`config.mk`:
```
export PLATFORM = sky130hd
export DESIGN_NAME = sha256_stream_hasher_unit
export DESIGN_NICKNAME = d
export VERILOG_FILES = /design/src/hw/rtl/shs_pkg.sv /design/src/hw/rtl/sha256_stream_hasher_unit.sv /design/src/hw/rtl/shs_front.sv /design/src/hw/rtl/shs_core.sv
export SDC_FILE = /design/constraint.sdc
export NUM_CORES = 2
export LEC_CHECK = 0
export BUFFER_PORTS_ARGS = -buffer_cell sky130_fd_sc_hd__buf_4
export CAP_MARGIN = 15
export CORE_ASPECT_RATIO = 1.4
export CORE_MARGIN = 4
export CORE_UTILIZATION = 50
export CTS_CLUSTER_DIAMETER = 60
export DETAILED_ROUTE_END_ITERATION = 16
export GPL_ROUTABILITY_DRIVEN = 0
export HOLD_SLACK_MARGIN = 0.1
export PLACE_DENSITY = 0.65
export REMOVE_ABC_BUFFERS = 1
export SKIP_LAST_GASP = 1
export SYNTH_ARGS = -nofsm -noshare
export SYNTH_HDL_FRONTEND = slang
export SYNTH_HIERARCHICAL = 1
export SYNTH_SLANG_ARGS = --single-unit
export TNS_END_PERCENT = 100
```
`constraint.sdc`:
```
create_clock -name clock -period 42.9 [get_ports clock]
set_clock_uncertainty 0.15 [all_clocks]
set_input_delay 2.145 -clock clock [delete_from_list [all_inputs] [get_ports clock]]
set_output_delay 2.145 -clock clock [all_outputs]
set_load 0.02 [all_outputs]
```
`src/hw/rtl/shs_pkg.sv`:
```
// ----------------------------------------------------------------------------
// shs_pkg
// Types and constants for the SHA-256 stream hasher.
// ----------------------------------------------------------------------------
`default_nettype none
package shs_pkg;

   localparam int QueueDepth = 4;

   typedef struct packed {
      logic [7:0] data_byte;
      logic       byte_present;
      logic       end_of_message;
   } item_type;

   typedef enum logic [2:0] {
      ST_IDLE,
      ST_ROUND,
      ST_ADD,
      ST_PAD,
      ST_EMIT
   } back_state_type;

   function automatic logic [31:0] round_k(input logic [5:0] idx);
      logic [31:0] k;
      case (idx)
         6'd0: k = 32'h428a2f98; 6'd1: k = 32'h71374491; 6'd2: k = 32'hb5c0fbcf;
         6'd3: k = 32'he9b5dba5; 6'd4: k = 32'h3956c25b; 6'd5: k = 32'h59f111f1;
         6'd6: k = 32'h923f82a4; 6'd7: k = 32'hab1c5ed5; 6'd8: k = 32'hd807aa98;
         6'd9: k = 32'h12835b01; 6'd10: k = 32'h243185be; 6'd11: k = 32'h550c7dc3;
         6'd12: k = 32'h72be5d74; 6'd13: k = 32'h80deb1fe; 6'd14: k = 32'h9bdc06a7;
         6'd15: k = 32'hc19bf174; 6'd16: k = 32'he49b69c1; 6'd17: k = 32'hefbe4786;
         6'd18: k = 32'h0fc19dc6; 6'd19: k = 32'h240ca1cc; 6'd20: k = 32'h2de92c6f;
         6'd21: k = 32'h4a7484aa; 6'd22: k = 32'h5cb0a9dc; 6'd23: k = 32'h76f988da;
         6'd24: k = 32'h983e5152; 6'd25: k = 32'ha831c66d; 6'd26: k = 32'hb00327c8;
         6'd27: k = 32'hbf597fc7; 6'd28: k = 32'hc6e00bf3; 6'd29: k = 32'hd5a79147;
         6'd30: k = 32'h06ca6351; 6'd31: k = 32'h14292967; 6'd32: k = 32'h27b70a85;
         6'd33: k = 32'h2e1b2138; 6'd34: k = 32'h4d2c6dfc; 6'd35: k = 32'h53380d13;
         6'd36: k = 32'h650a7354; 6'd37: k = 32'h766a0abb; 6'd38: k = 32'h81c2c92e;
         6'd39: k = 32'h92722c85; 6'd40: k = 32'ha2bfe8a1; 6'd41: k = 32'ha81a664b;
         6'd42: k = 32'hc24b8b70; 6'd43: k = 32'hc76c51a3; 6'd44: k = 32'hd192e819;
         6'd45: k = 32'hd6990624; 6'd46: k = 32'hf40e3585; 6'd47: k = 32'h106aa070;
         6'd48: k = 32'h19a4c116; 6'd49: k = 32'h1e376c08; 6'd50: k = 32'h2748774c;
         6'd51: k = 32'h34b0bcb5; 6'd52: k = 32'h391c0cb3; 6'd53: k = 32'h4ed8aa4a;
         6'd54: k = 32'h5b9cca4f; 6'd55: k = 32'h682e6ff3; 6'd56: k = 32'h748f82ee;
         6'd57: k = 32'h78a5636f; 6'd58: k = 32'h84c87814; 6'd59: k = 32'h8cc70208;
         6'd60: k = 32'h90befffa; 6'd61: k = 32'ha4506ceb; 6'd62: k = 32'hbef9a3f7;
         default: k = 32'hc67178f2;
      endcase
      return k;
   endfunction

   function automatic logic [31:0] start_iv(input logic [2:0] idx);
      logic [31:0] v;
      case (idx)
         3'd0: v = 32'h6a09e667; 3'd1: v = 32'hbb67ae85;
         3'd2: v = 32'h3c6ef372; 3'd3: v = 32'ha54ff53a;
         3'd4: v = 32'h510e527f; 3'd5: v = 32'h9b05688c;
         3'd6: v = 32'h1f83d9ab; default: v = 32'h5be0cd19;
      endcase
      return v;
   endfunction

endpackage
`default_nettype wire

```
`src/hw/rtl/sha256_stream_hasher_unit.sv`:
```
// ----------------------------------------------------------------------------
// sha256_stream_hasher_unit
// SHA-256 of a byte stream, digest given as eight 32-bit words.
// ----------------------------------------------------------------------------
// Bytes go in through a four-entry queue at one a cycle into the block
// buffer; the 64th byte of a block starts a compression of 64 rounds and a
// final add, done by the single round unit, during which input waits in the
// queue. An end-of-message item costs a padding step and one compression
// per final block, one block or two when 56 or more bytes are buffered, then
// the eight digest words follow, one per pop.
`default_nettype none
module sha256_stream_hasher_unit
   import shs_pkg::*;
(
   input  wire logic        clock,
   input  wire logic        reset,
   input  wire logic        push,
   output logic             full,
   input  wire logic [7:0]  req_data_byte,
   input  wire logic        req_byte_present,
   input  wire logic        req_end_of_message,
   output logic             empty,
   input  wire logic        pop,
   output logic [31:0]      rsp_digest_word,
   output logic [2:0]       rsp_word_index,
   output logic             rsp_last_word
);
   item_type item, head;
   logic     avail, deq;

   assign item = '{data_byte: req_data_byte, byte_present: req_byte_present,
                   end_of_message: req_end_of_message};

   shs_front u_front (
      .clock, .reset, .push, .item, .full, .deq, .avail, .head
   );

   shs_core u_core (
      .clock, .reset, .avail, .head, .deq,
      .rsp_empty(empty), .rsp_pop(pop),
      .rsp_digest_word, .rsp_word_index, .rsp_last_word
   );
endmodule
`default_nettype wire

```
`src/hw/rtl/shs_front.sv`:
```
// ----------------------------------------------------------------------------
// shs_front
// Input stage and item queue: drops items that carry neither byte nor end.
// ----------------------------------------------------------------------------
`default_nettype none
module shs_front
   import shs_pkg::*;
(
   input  wire logic     clock,
   input  wire logic     reset,
   input  wire logic     push,
   input  wire item_type item,
   output logic          full,
   input  wire logic     deq,
   output logic          avail,
   output item_type      head
);
   localparam int AW = $clog2(QueueDepth);

   item_type       mem_ff [QueueDepth];
   logic [AW-1:0]  wr_ff, wr_in, rd_ff, rd_in;
   logic [AW:0]    cnt_ff, cnt_in;
   logic           wr_en, rd_en;

   assign full  = (cnt_ff == (AW+1)'(QueueDepth));
   assign avail = (cnt_ff != '0);
   assign head  = mem_ff[rd_ff];
   assign wr_en = push && !full && (item.byte_present || item.end_of_message);
   assign rd_en = deq && avail;

   always_comb begin
      wr_in  = wr_en ? wr_ff + 1'b1 : wr_ff;
      rd_in  = rd_en ? rd_ff + 1'b1 : rd_ff;
      cnt_in = cnt_ff + (AW+1)'(wr_en) - (AW+1)'(rd_en);
   end

   always_ff @(posedge clock) begin
      if (reset) begin
         wr_ff  <= '0;
         rd_ff  <= '0;
         cnt_ff <= '0;
      end else begin
         wr_ff  <= wr_in;
         rd_ff  <= rd_in;
         cnt_ff <= cnt_in;
      end
      if (wr_en) mem_ff[wr_ff] <= item;
   end
endmodule
`default_nettype wire

```
`src/hw/rtl/shs_core.sv`:
```
// ----------------------------------------------------------------------------
// shs_core
// Back end: byte packing, padding, 64-round compression and digest output.
// ----------------------------------------------------------------------------
`default_nettype none
module shs_core
   import shs_pkg::*;
(
   input  wire logic        clock,
   input  wire logic        reset,
   input  wire logic        avail,
   input  wire item_type    head,
   output logic             deq,
   output logic             rsp_empty,
   input  wire logic        rsp_pop,
   output logic [31:0]      rsp_digest_word,
   output logic [2:0]       rsp_word_index,
   output logic             rsp_last_word
);
   back_state_type state_ff, state_in;
   logic [31:0] blk_ff [16];
   logic [31:0] w_ff [16];
   logic [31:0] v_ff [8];
   logic [31:0] h_ff [8];
   logic [63:0] cnt_ff;
   logic [6:0]  rnd_ff;
   logic        pad_done_ff;   // final block in progress
   logic        closing_ff;    // end seen, padding pending
   logic        len_blk_ff;    // length spilled into a block of its own
   logic [2:0]  idx_ff;

   logic [5:0]  pos;
   logic [3:0]  wi;
   logic [1:0]  bi;
   logic        fits;
   logic [31:0] pad_word;
   logic [31:0] w_new, a, b, s1, ch, s0, maj, t1, t2;

   assign pos  = cnt_ff[8:3];
   assign wi   = pos[5:2];
   assign bi   = pos[1:0];
   assign fits = (pos < 6'd56);

   // buffered bytes of the current word kept, 0x80 after them
   always_comb begin
      case (bi)
         2'd0: pad_word = 32'h80000000;
         2'd1: pad_word = {blk_ff[wi][31:24], 24'h800000};
         2'd2: pad_word = {blk_ff[wi][31:16], 16'h8000};
         default: pad_word = {blk_ff[wi][31:8], 8'h80};
      endcase
   end

   always_comb begin
      a = w_ff[4'(rnd_ff[3:0] - 4'd2)];
      b = w_ff[4'(rnd_ff[3:0] - 4'd15)];
      if (rnd_ff < 7'd16) w_new = blk_ff[rnd_ff[3:0]];
      else w_new = ({a[16:0], a[31:17]} ^ {a[18:0], a[31:19]} ^ (a >> 10))
                 + w_ff[4'(rnd_ff[3:0] - 4'd7)]
                 + ({b[6:0], b[31:7]} ^ {b[17:0], b[31:18]} ^ (b >> 3))
                 + w_ff[rnd_ff[3:0]];
      s1  = {v_ff[4][5:0], v_ff[4][31:6]} ^ {v_ff[4][10:0], v_ff[4][31:11]}
          ^ {v_ff[4][24:0], v_ff[4][31:25]};
      ch  = (v_ff[4] & v_ff[5]) ^ (~v_ff[4] & v_ff[6]);
      t1  = v_ff[7] + s1 + ch + round_k(rnd_ff[5:0]) + w_new;
      s0  = {v_ff[0][1:0], v_ff[0][31:2]} ^ {v_ff[0][12:0], v_ff[0][31:13]}
          ^ {v_ff[0][21:0], v_ff[0][31:22]};
      maj = (v_ff[0] & v_ff[1]) ^ (v_ff[0] & v_ff[2]) ^ (v_ff[1] & v_ff[2]);
      t2  = s0 + maj;
   end

   always_comb begin
      state_in = state_ff;
      deq      = 1'b0;
      case (state_ff)
         ST_IDLE: if (avail) begin
            deq = 1'b1;
            if (head.byte_present && pos == 6'd63) state_in = ST_ROUND;
            else if (head.end_of_message) state_in = ST_PAD;
         end
         ST_ROUND: if (rnd_ff == 7'd63) state_in = ST_ADD;
         ST_ADD: begin
            if (pad_done_ff) state_in = ST_EMIT;
            else if (closing_ff) state_in = ST_PAD;
            else state_in = ST_IDLE;
         end
         ST_PAD: state_in = ST_ROUND;
         ST_EMIT: if (rsp_pop && idx_ff == 3'd7) state_in = ST_IDLE;
         default: state_in = ST_IDLE;
      endcase
   end

   assign rsp_empty       = (state_ff != ST_EMIT);
   assign rsp_digest_word = h_ff[idx_ff];
   assign rsp_word_index  = idx_ff;
   assign rsp_last_word   = (idx_ff == 3'd7);

   always_ff @(posedge clock) begin
      if (reset) begin
         state_ff    <= ST_IDLE;
         cnt_ff      <= '0;
         rnd_ff      <= '0;
         pad_done_ff <= 1'b0;
         closing_ff  <= 1'b0;
         len_blk_ff  <= 1'b0;
         idx_ff      <= '0;
         for (int i = 0; i < 8; i++) h_ff[i] <= start_iv(3'(i));
      end else begin
         state_ff <= state_in;
         case (state_ff)
            ST_IDLE: if (avail) begin
               if (head.byte_present) begin
                  case (bi)
                     2'd0: blk_ff[wi][31:24] <= head.data_byte;
                     2'd1: blk_ff[wi][23:16] <= head.data_byte;
                     2'd2: blk_ff[wi][15:8]  <= head.data_byte;
                     default: blk_ff[wi][7:0] <= head.data_byte;
                  endcase
                  cnt_ff <= cnt_ff + 64'd8;
               end
               closing_ff <= head.end_of_message;
               for (int i = 0; i < 8; i++) v_ff[i] <= h_ff[i];
            end
            ST_ROUND: begin
               w_ff[rnd_ff[3:0]] <= w_new;
               v_ff[7] <= v_ff[6];
               v_ff[6] <= v_ff[5];
               v_ff[5] <= v_ff[4];
               v_ff[4] <= v_ff[3] + t1;
               v_ff[3] <= v_ff[2];
               v_ff[2] <= v_ff[1];
               v_ff[1] <= v_ff[0];
               v_ff[0] <= t1 + t2;
               rnd_ff  <= (rnd_ff == 7'd63) ? 7'd0 : rnd_ff + 7'd1;
            end
            ST_ADD: begin
               for (int i = 0; i < 8; i++) begin
                  h_ff[i] <= h_ff[i] + v_ff[i];
                  v_ff[i] <= h_ff[i] + v_ff[i];
               end
            end
            ST_PAD: begin
               // 0x80 at pos, zeros after; length if it fits, else in a block of its own
               for (int j = 0; j < 16; j++) begin
                  if (len_blk_ff) begin
                     blk_ff[j] <= (j == 14) ? cnt_ff[63:32] :
                                  (j == 15) ? cnt_ff[31:0] : '0;
                  end else if (4'(j) == wi) begin
                     blk_ff[j] <= pad_word;
                  end else if (4'(j) > wi) begin
                     if (fits && j == 14) blk_ff[j] <= cnt_ff[63:32];
                     else if (fits && j == 15) blk_ff[j] <= cnt_ff[31:0];
                     else blk_ff[j] <= '0;
                  end
               end
               if (len_blk_ff || fits) begin
                  pad_done_ff <= 1'b1;
                  closing_ff  <= 1'b0;
                  len_blk_ff  <= 1'b0;
               end else begin
                  len_blk_ff <= 1'b1;
               end
            end
            ST_EMIT: if (rsp_pop) begin
               idx_ff <= idx_ff + 3'd1;
               if (idx_ff == 3'd7) begin
                  for (int i = 0; i < 8; i++) h_ff[i] <= start_iv(3'(i));
                  cnt_ff      <= '0;
                  pad_done_ff <= 1'b0;
               end
            end
            default: ;
         endcase
      end
   end
endmodule
`default_nettype wire

```
==> flow_summary.ini <==
[place]
place_inst = 12200
port_buffers = 51
dp_hpwl_mm = 283
dp_slack_ns = 27.51

[floorplanning]
rows = 204
initial_core_util = 0.504
num_io_pins = 52
die_x_um = 407
fp.dieH_um = 567
coreArea_um2 = 221000
dieArea_um2 = 231000

[timing]
fin_ws_ns = 27.76
fmax_ghz = 0.0660
drv_slew = 0
hold_viol = 0
grt_setup_unrepaired = false
finalSetupTns_ns = 0
worst_slew_pin_slew_ns = 1.32
setup_violations = 0
fin_crit_sh = 0.353
slew_headroom = 0.114
period_needed_ns = 15.15

[clock_tree]
ctsHoldBuffers = 0
cts_buffers = 188
clock-root-buffer = clkbuf_16
cts_buffer_depth = 4
cts_tree = built
clk_pin_slew_worst_paths_ns = 0.06
clock_latency_ns = 0.93
htree_num_levels = 4
cts_resized = 0
cts.sinks = 1705
post_cts.repair.setup_buffers = 0

[layout]
area_growth_pct = 8.85
final_cell_mix = edfxtp_1 (1350), nand2_1 (1086), mux4_2 (862), o21ai_0 (763), a21oi_1 (671)
fin_nets = 10100
post_layout_nonfiller_instances = 12600
final_common_cell = edfxtp_1
fillers = 18300
fin_util = 0.549
layout-drive-gt1-share = 0.164

[yosys]
synth_seq_area_share = 0.427
ys.warnings.count = 6
synth_edf_count = 1350
synth_async_sr_flop_share = 0
syn_area_um2 = 112000
synth_seq_cells = 1705
synth_area_leader_cell = edfxtp_1
synth-main-ff-cell = edfxtp_1
synthTopCellsByArea = edfxtp_1 (36%), mux4_2 (17%), dfxtp_1 (6.4%)
syn_inst = 9722
syn_area_per_cell_um2 = 11.5
synth_cell_types = 97
synth_top_cell_area_share = 0.363

[global_routing]
grt_pass1_vias = 86300
grt_use_met1 = 0.374
grt_pass1_wl_mm = 581
track_usage = 0.339
grt_use_met2 = 0.557
overflow = 0
busiest_layer = met2
met3_usage = 0.0749
grt_antenna_before_repair = 19
grt_max_degree = 139

[job]
maxCapViolCount = 0

[setup_path]
arrival_ns = 15.67
worstPathMaxFanout = 121
crit_path_max_incr_delay_ns = 0.80
crit_type = reg2reg
cpMaxStageDelayCell = dfxtp_4
required_ns = 43.42
critPathLaunchType = flop
path_common_cell = fa_1
cp-end-kind = flop

[routing]
viasPerCell = 6.95
via_count = 87300
drc = 0
drt-wirelength-per-cell_um = 31.9
drt_pass1_iterations = 10
ant_nets = 0
drt_iter0_markers = 10900
drt_wl_total_mm = 401

[run_status]
status = completed

[worst_hold_path]
hold_class = reg2reg
==> routing by layer <==
metal	vias to the layer above	part of all wire
met2	6173	0.47
met3	1757	0.10
li1	36300	-
met1	43100	0.32
met5	-	0.000067
met4	4	0.11
==> path summary, 6_finish.rpt <==
kind / start / end / slack (ns) / depth (start not counted)
max: u_core/rnd_ff[0] / u_core/v_ff[0][31] / 27.76 / 47
min: u_core/blk_ff[12][3] / u_core/blk_ff[12][3] / 0.31 / 2
max reg2reg: u_core/rnd_ff[0] / u_core/v_ff[0][31] / 27.76 / 47
min reg2reg: u_core/blk_ff[12][3] / u_core/blk_ff[12][3] / 0.31 / 2
==> cell usage after synthesis (30+ instances only) <==
master / count
edfxtp_1: 1350
nand2_1: 1091
mux4_2: 862
o21ai_0: 812
a21oi_1: 682
nor2_1: 581
clkbuf_1: 520
xnor2_1: 422
ha_1: 407
inv_1: 405
dfxtp_1: 355
fa_1: 196
nand3_1: 195
a21o_1: 192
xor2_1: 191
buf_1: 115
a31oi_1: 103
nor3_1: 101
a22oi_1: 81
a211oi_1: 78
o211ai_1: 77
nand2b_1: 75
o21a_1: 72
mux2_2: 64
nor2b_1: 58
o21bai_1: 45
nand4_1: 44
and3_1: 43
and2_1: 41
a221o_1: 39
or3_1: 36
mux2i_1: 30
o31ai_1: 30
==> per-stage QoR <==
step | area (um2) | hold slack (ns)
after floorplan | 109000 | 0.283
after global placement | 115000 | 0.288
after detailed placement | 115000 | 0.297
after CTS | 121000 | 0.306
after global routing | 121000 | 0.324
final | 121000 | 0.306
==> layout make-up <==
| cell class | instances | area [um2] | share of cell area |
|---|---|---|---|
| Antenna cell | 21 | 52.6 | 0.000433 |
| Clock buffer | 229 | 5030 | 0.0414 |
| Clock inverter | 103 | 1200 | 0.00987 |
| Inverter | 408 | 1530 | 0.0126 |
| Multi-Input combinational cell | 6959 | 60300 | 0.497 |
| Sequential cell | 1705 | 47700 | 0.393 |
| Tap cell | 2884 | 3610 | 0.0297 |
| Timing Repair Buffer | 257 | 2030 | 0.0167 |
==> registers in the layout, indices dropped and copies added (netlist names), 2 cells and up, named ones only <==
signal / flops
u_core/blk_ff: 512
u_core/cnt_ff: 61
u_core/h_ff: 256
u_core/rnd_ff: 7
u_core/rsp_word_index: 3
u_core/state_ff: 3
u_core/v_ff: 256
u_core/w_ff: 512
u_front/cnt_ff: 3
u_front/mem_ff: 40
u_front/rd_ff: 2
u_front/wr_ff: 2
==> critical path: cells and delay by family (launching register included) <==
kind	cells	cell delay, ns
mux	2	1.27
flops	1	0.80
compound gates	18	3.87
simple gates	8	1.53
fa+ha+maj	10	4.42
xor+xnor	5	1.09
buf+inv	4	1.50
==> logic make-up (layout without fill, tap and decap cells) <==
group                      count (synthesis)  count (layout)  share of synthesized area
AOI/OAI and AO/OA                       2407            2407                      0.130
xor gates and xnor gates                 618             618                     0.0490
adders and majority gates                623             623                     0.0826
buffers and inverters                   1058             997                     0.0360
DFF                                     1705            1705                      0.427
muxes                                    957             957                      0.183
other                                      0              21                          0
and+or+nand+nor                         2354            2354                     0.0921
Power is left out: the tool's default activity adds up to more than one toggle a clock period on the data nets, which glitch-free logic cannot reach.
